===== src/tce_pkg.sv =====
package tce_pkg;

	localparam int ROWS_DEF    = 25;
	localparam int COLUMNS_DEF = 80;

	localparam int CHAR_W   = 8;
	localparam int COLOR_W  = 4;
	localparam int ATTR_W   = 8;
	localparam int CELL_W   = 16;
	localparam int IDX_W    = 11;
	localparam int REQ_W    = 2;
	localparam int COL_O_W  = 7;
	localparam int ROW_O_W  = 5;

	localparam int S_TDATA_W = 32;
	localparam int S_TUSER_W = REQ_W;
	localparam int M_TDATA_W = 32;

	localparam int CH_LSB  = 0;
	localparam int FG_LSB  = CH_LSB + CHAR_W;
	localparam int BG_LSB  = FG_LSB + COLOR_W;
	localparam int IDX_LSB = BG_LSB + COLOR_W;

	localparam int RD_LSB  = 0;
	localparam int COL_LSB = RD_LSB + CELL_W;
	localparam int ROW_LSB = COL_LSB + COL_O_W;
	localparam int M_USED  = ROW_LSB + ROW_O_W;

	localparam logic [CHAR_W-1:0] NEWLINE_CODE = 8'h0A;
	localparam logic [CHAR_W-1:0] SPACE_CODE   = 8'h20;
	localparam logic [ATTR_W-1:0] RESET_ATTR   = 8'h07;

	typedef enum logic [REQ_W-1:0] {
		OP_PUT   = 2'd0,
		OP_COLOR = 2'd1,
		OP_CLEAR = 2'd2,
		OP_READ  = 2'd3
	} op_t;

	typedef struct packed {
		op_t               op;
		logic              newline;
		logic [CHAR_W-1:0] ch;
		logic [ATTR_W-1:0] attr;
		logic              oob;
	} cmd_t;

endpackage


===== src/tce_front.sv =====
module tce_front #(
	parameter int ROWS    = tce_pkg::ROWS_DEF,
	parameter int COLUMNS = tce_pkg::COLUMNS_DEF
) (
	input  logic                                 clk,
	input  logic                                 arst_n,
	input  logic                                 s_tvalid,
	output logic                                 s_tready,
	input  logic [tce_pkg::S_TDATA_W-1:0]        s_tdata,
	input  logic [tce_pkg::S_TUSER_W-1:0]        s_tuser,
	input  logic                                 hold,
	output logic                                 cmd_valid,
	output tce_pkg::cmd_t                        cmd,
	output logic [$clog2(ROWS*COLUMNS)-1:0]      cmd_addr,
	input  logic                                 cmd_pop
);
	import tce_pkg::*;

	localparam int CELLS = ROWS * COLUMNS;
	localparam int AW    = $clog2(CELLS);
	localparam int QD    = 2;
	localparam int PW    = $clog2(QD);

	cmd_t          fifo_q [QD];
	logic [AW-1:0] addr_q [QD];
	logic [PW-1:0] wr_ptr_q;
	logic [PW-1:0] rd_ptr_q;
	logic [PW:0]   cnt_q;

	cmd_t          in_cmd;
	logic [AW-1:0] in_addr;
	logic [31:0]   idx_ext;
	logic [CHAR_W-1:0] ch;
	logic          push;

	assign ch       = s_tdata[CH_LSB +: CHAR_W];
	assign idx_ext  = 32'(s_tdata[IDX_LSB +: IDX_W]);

	always_comb begin
		in_cmd.op      = op_t'(s_tuser);
		in_cmd.newline = (ch == NEWLINE_CODE);
		in_cmd.ch      = ch;
		in_cmd.attr    = {s_tdata[BG_LSB +: COLOR_W], s_tdata[FG_LSB +: COLOR_W]};
		in_cmd.oob     = (idx_ext >= CELLS);
		in_addr        = in_cmd.oob ? '0 : idx_ext[AW-1:0];
	end

	assign s_tready  = (cnt_q != (PW+1)'(QD)) && !hold;
	assign push      = s_tvalid && s_tready;
	assign cmd_valid = (cnt_q != '0);
	assign cmd       = fifo_q[rd_ptr_q];
	assign cmd_addr  = addr_q[rd_ptr_q];

	always_ff @(posedge clk) begin
		if (push) begin
			fifo_q[wr_ptr_q] <= in_cmd;
			addr_q[wr_ptr_q] <= in_addr;
		end
	end

	always_ff @(posedge clk or negedge arst_n) begin
		if (!arst_n) begin
			wr_ptr_q <= '0;
			rd_ptr_q <= '0;
			cnt_q    <= '0;
		end else begin
			if (push) begin
				wr_ptr_q <= wr_ptr_q + 1'b1;
			end
			if (cmd_pop) begin
				rd_ptr_q <= rd_ptr_q + 1'b1;
			end
			if (push && !cmd_pop) begin
				cnt_q <= cnt_q + 1'b1;
			end else if (cmd_pop && !push) begin
				cnt_q <= cnt_q - 1'b1;
			end
		end
	end

endmodule


===== config.mk =====
export PLATFORM = sky130hd
export DESIGN_NAME = tce_front
export DESIGN_NICKNAME = d
export VERILOG_FILES = /design/src/tce_pkg.sv /design/src/tce_front.sv
export SDC_FILE = /design/constraint.sdc
export NUM_CORES = 1
export LEC_CHECK = 0
export BUFFER_PORTS_ARGS = -buffer_cell sky130_fd_sc_hd__buf_2
export CAP_MARGIN = 10
export CORE_UTILIZATION = 45
export DETAILED_ROUTE_END_ITERATION = 7
export PLACE_DENSITY = 0.7
export SLEW_MARGIN = 20
export SYNTH_ARGS = -nofsm -noshare
export SYNTH_HDL_FRONTEND = slang
export SYNTH_SLANG_ARGS = --single-unit
export TNS_END_PERCENT = 100

===== constraint.sdc =====
create_clock -name clk -period 2.7 [get_ports clk]
set_input_delay 0.405 -clock clk [delete_from_list [all_inputs] [get_ports clk]]
set_output_delay 0.405 -clock clk [all_outputs]
set_load 0.005 [all_outputs]

Yosys cells after proc, flatten, opt, wreduce, memory -nomap -nowiden. Memory sizes are Yosys's and may differ from the RTL's. Cells that the tools add are included.

Bits in writable memories: 62. Bits in read-only memories: 0. Register bits after elaboration: 4. Bits in latches: 0. Memories kept: 2.

Memory list: fifo_q (depth 2, bits a word 20, rd ports 1, clocked after Yosys merged registers in 0, write ports 1, RTL line tce_front.sv:24) `cmd_t fifo_q [QD];`; addr_q (depth 2, bits a word 11, rd ports 1, clocked after Yosys merged registers in 0, write ports 1, RTL line tce_front.sv:25) `logic [AW-1:0] addr_q [QD];`.

$lt $le $gt $ge: 1. Shifts and indexed selects: 0. Add/subtract/negate cells: 4. Equal/unequal tests: 2. Reduce and logical (&&, ||, !) cells: 9. Bitwise logic cells: 0. Muxes and demuxes: 5. $mul: 0. Divide/modulo/power cells: 0.

Operator list (number): greater-or-equal comparator 11 bit (second input constant) (1); two-way mux 11 bit (1); equality test 8 x 4 -> 1 bit (second input constant) (1); logical AND 1 bit (4); two-way mux 2 bit (2); nonzero test 2 bit (2); zero test 1 bit (3); adder 1 bit (second input constant) (2); adder 2 x 1 -> 2 bit (second input constant) (1); two-way mux 1 bit (2); inequality test 2 bit (second input constant) (1); subtractor 2 x 1 -> 2 bit (second input constant) (1).

Longest topological paths before layout.
Depth after elaboration: 7. Mapped depth: 7. Gate-level depth less buffers: 7.

Least setup slack after synthesis. Ideal clock, no wire load.

Kind: reg-to-reg. From: register cnt_q[1]. To: memory addr_q[0][0] in the netlist's numbering (enable). Required time: 2281 ps. Setup slack: 358 ps. Library setup time: 419 ps. Stages on the path, launching flop included: 4. Path buffers: 0. Arrival time: 1922 ps. Cell sequence: dfrtp_1 > inv_1 > o211ai_1 > nor2_1.

Word-level cells in the longest chain between the ends: 5.

Ends and longest elaborated chain: from (decl) (RTL line tce_front.sv:28) `logic [PW:0] cnt_q;`; from (signal assigned) (RTL line tce_front.sv:74) `cnt_q <= cnt_q + 1'b1;`; from (signal assigned) (RTL line tce_front.sv:76) `cnt_q <= cnt_q - 1'b1;`; inequality test 2 bit (RTL line tce_front.sv:48) `assign s_tready = (cnt_q != (PW+1)'(QD)) && !hold;`; logical AND 1 bit (RTL line tce_front.sv:48); logical AND 1 bit (RTL line tce_front.sv:49) `assign push = s_tvalid && s_tready;`; two-way mux 1 bit (RTL line tce_front.sv:55) `if (push) begin`; two-way mux 1 bit (implied by the code) (RTL line tce_front.sv:57) `addr_q[wr_ptr_q] <= in_addr;`; to (decl) (RTL line tce_front.sv:25).

No other way between the ends.

Worst setup path in the final report.
From: register rd_ptr_q. To: output port cmd_addr[8].

Word-level cells in the longest chain between the ends: 1.

Ends and longest elaborated chain: from (decl) (RTL line tce_front.sv:27) `logic [PW-1:0] rd_ptr_q;`; from (signal assigned) (RTL line tce_front.sv:71) `rd_ptr_q <= rd_ptr_q + 1'b1;`; memory (2 x 11 bit); to (decl) (RTL line tce_front.sv:14) `output logic [$clog2(ROWS*COLUMNS)-1:0] cmd_addr,`.

No other way between the ends.

==> metrics.md <==
| Metric | Value |
|---|---|
| Seq cells post-synth | `66` |
| Max clock buf depth | `2` |
| Design Power | `2.81 mW` |
| Via count | `1371` |
| Share of cells above drive strength 1 | `50.9%` |
| Worst setup SP type | `flip-flop` |
| GPL Wtd Cong | `0.703` |
| P per Cell Area | `883 nW/um2` |
| Seq pwr share | `47.3%` |
| Max Slew Vio Count | `0` |
| Max H-tree Level | `3` |
| Crit path kind | `flip-flop to output port` |
| Worst-Margin Slew | `455 ps` |
| Port buffer count | `66` |
| Synthesized cell area | `2570 um2` |
| Net Count, Synth | `176` |
| Max-Cap Viols | `0` |
| DP Cell Count | `274` |
| Global-route wire length before repair | `6390 um` |
| Antenna violations before repair | `0` |
| Crit Path Max Fanout | `16` |
| Vias in the first global route | `1393` |
| Full die area | `6010 um2` |
| Global route total overflow | `0` |
| Die height | `77.5 um` |
| Syn Inst Count | `136` |
| Post-DP Area | `3000 um2` |
| Initial drt markers | `47` |
| Largest net degree at the start of global routing | `32` |
| Avg Vias per Cell | `4.73` |
| Sequential area share after synthesis | `76.5%` |
| Starting Density | `46.6%` |
| Worst IR drop on VDD | `0.000455 V` |
| Setup ws final | `866 ps` |
| TritonCTS Buffers | `9` |
| Max transition margin | `69.6%` |
| Fin nets | `254` |
| Switching share of power | `25.7%` |
| Final cycle utilization of the critical path | `67.9%` |
| P&R area growth vs syn | `24.1%` |
| DRT Wirelength | `4050 um` |
| Clock power frac | `26.4%` |
| # DRC | `0` |
| Outcome | `finished, final reports clean` |
| Non-Filler Instances | `290` |
| Setup TNS Final | `0 ps` |
| Tmin final | `1830 ps` |
| CTS root buf | `clkbuf_8` |
| RSZ-0062 raised after global routing | `false` |
| Final ANT Viol Nets | `0` |
| R2r setup slk | `1100 ps` |
| Clock sink count | `66` |
| Crit end category | `output port` |
| Syn Area/Cell | `18.9 um2` |
| Hold Startpoint | `s_tdata[9]` |
| Critical path startpoint | `rd_ptr_q` |
| Distinct cells, synth | `20` |
| N_diodes | `0` |
| Pleak | `1.22 nW` |
| Net Sw Power | `722 uW` |
| Cell Int Power | `2.09 mW` |
| Finish-stage setup viols | `0` |
| Hold Path Class | `primary input to flip-flop` |
| Post-DP HPWL | `2620 um` |
| GRT Total Usage | `14.8%` |
| Final Skew | `2.36 ps` |
| Beginning of the worst register-to-register path | `cnt_q[1]` |
| Worst Path Arrival | `1430 ps` |
| Pre-CTS setup slack | `982 ps` |
| Fmax | `0.545 GHz` |
| Min Hold Slack | `265 ps` |
| CP required | `2300 ps` |
| Synthesis Warnings | `0` |
| Reg clk slew, reported paths | `60 ps` |
| Rows | `27` |
| Final Cell Area | `3190 um2` |
| DR pass1 iterations | `4` |
| I/O pin count | `72` |
| Wire per inst | `14.0 um` |
| Die X | `77.5 um` |
| Comb power frac | `26.3%` |
| Core region area | `5510 um2` |
| Core Util, Final | `57.9%` |
| Clk_lat worst skew | `320 ps` |
| Final hold violations | `0` |
| CTS tree | `built` |
flip-flops by register name, indices dropped and copies added (netlist names):
| register | cells |
|---|---|
| wr_ptr_q | 1 |
| fifo_q | 40 |
| rd_ptr_q | 1 |
| addr_q | 22 |
| cnt_q | 2 |
final cells by class:
cell class	instances	area, um2
clock buffer	11	131
clock inverter	4	43.8
fill	451	2320
inverter	5	18.8
multi-input combinational	60	549
sequential	66	1960
tap	72	90.1
timing repair buffer	72	390
metal layers:
| metal | vias to the layer above | wire length [um] | share of wire (%) | track usage (%) |
|---|---|---|---|---|
| met5 | - | 0 | 0 | 0 |
| met3 | 9 | 191 | 4.7 | 3.88 |
| li1 | 669 | - | - | - |
| met2 | 45 | 1960 | 48 | 24.2 |
| met1 | 648 | 1790 | 44 | 16.8 |
| met4 | 0 | 104 | 2.6 | 10.2 |
logic make-up after synthesis:
family | after synthesis | share of synthesized area [%]
flops | 66 | 76.5
xor+xnor | 5 | 1.71
compound gates | 3 | 0.682
simple gates | 20 | 4.63
mux | 31 | 13.6
fa+ha+maj | 1 | 0.487
buf+inv | 10 | 2.44
final timing paths:
check / to / depth (start not counted)
setup / recovery: cmd_addr[8] / 3
hold / removal: fifo_q[0][2] / 1
setup reg to reg: fifo_q[0][10] / 4
hold reg to reg: cnt_q[0] / 1
max in group asynchronous: rd_ptr_q / 2
min in group asynchronous: cnt_q[0] / 2
Yosys cell counts:
cell type	count	area share [%]
a21oi_1	1	0.19
and3_1	1	0.24
buf_2	2	0.39
buf_6	3	1.3
dfrtp_1	4	3.9
edfxtp_1	62	73
ha_1	1	0.49
inv_1	5	0.73
mux2_1	4	1.8
mux2_2	27	12
nand2_1	1	0.15
nand4_1	1	0.24
nand4bb_1	1	0.44
nor2_1	4	0.58
nor2b_1	11	2.7
o211ai_1	1	0.29
o21ai_0	1	0.19
or4_1	1	0.29
xnor2_1	3	1.0
xor2_1	2	0.68
timing repair:
action | in CTS | in global routing
hold buffers | 1 | 0
endpoints found under the hold margin | 4 | 0
gates resized for setup | 0 | 0
buffers inserted | 0 | 0
layout by cell type, fill, tap and decap left out, types with 3 or more instances in the layout:
cell / instances
clkbuf_8: 9
nor2b_1: 11
buf_4: 4
mux2_2: 27
inv_1: 5
buf_2: 66
nor2_1: 3
dfrtp_1: 4
mux2_1: 4
xnor2_1: 3
edfxtp_1: 62
critical path, cell delays in order (launching register included):
cell	delay (ps)
dfrtp_1	350
buf_4	250
mux2_2	380
buf_2	130
power by group through the flow:
stage,clock network (mW),registers (mW),logic (mW)
CTS,0.759,1.33,0.760
floorplan,0,1.34,0.494
global route,0.802,1.34,0.815
global placement,0,1.35,0.752
finish,0.742,1.33,0.740
detailed placement,0,1.35,0.753
(Power assumes the default switching activity.)
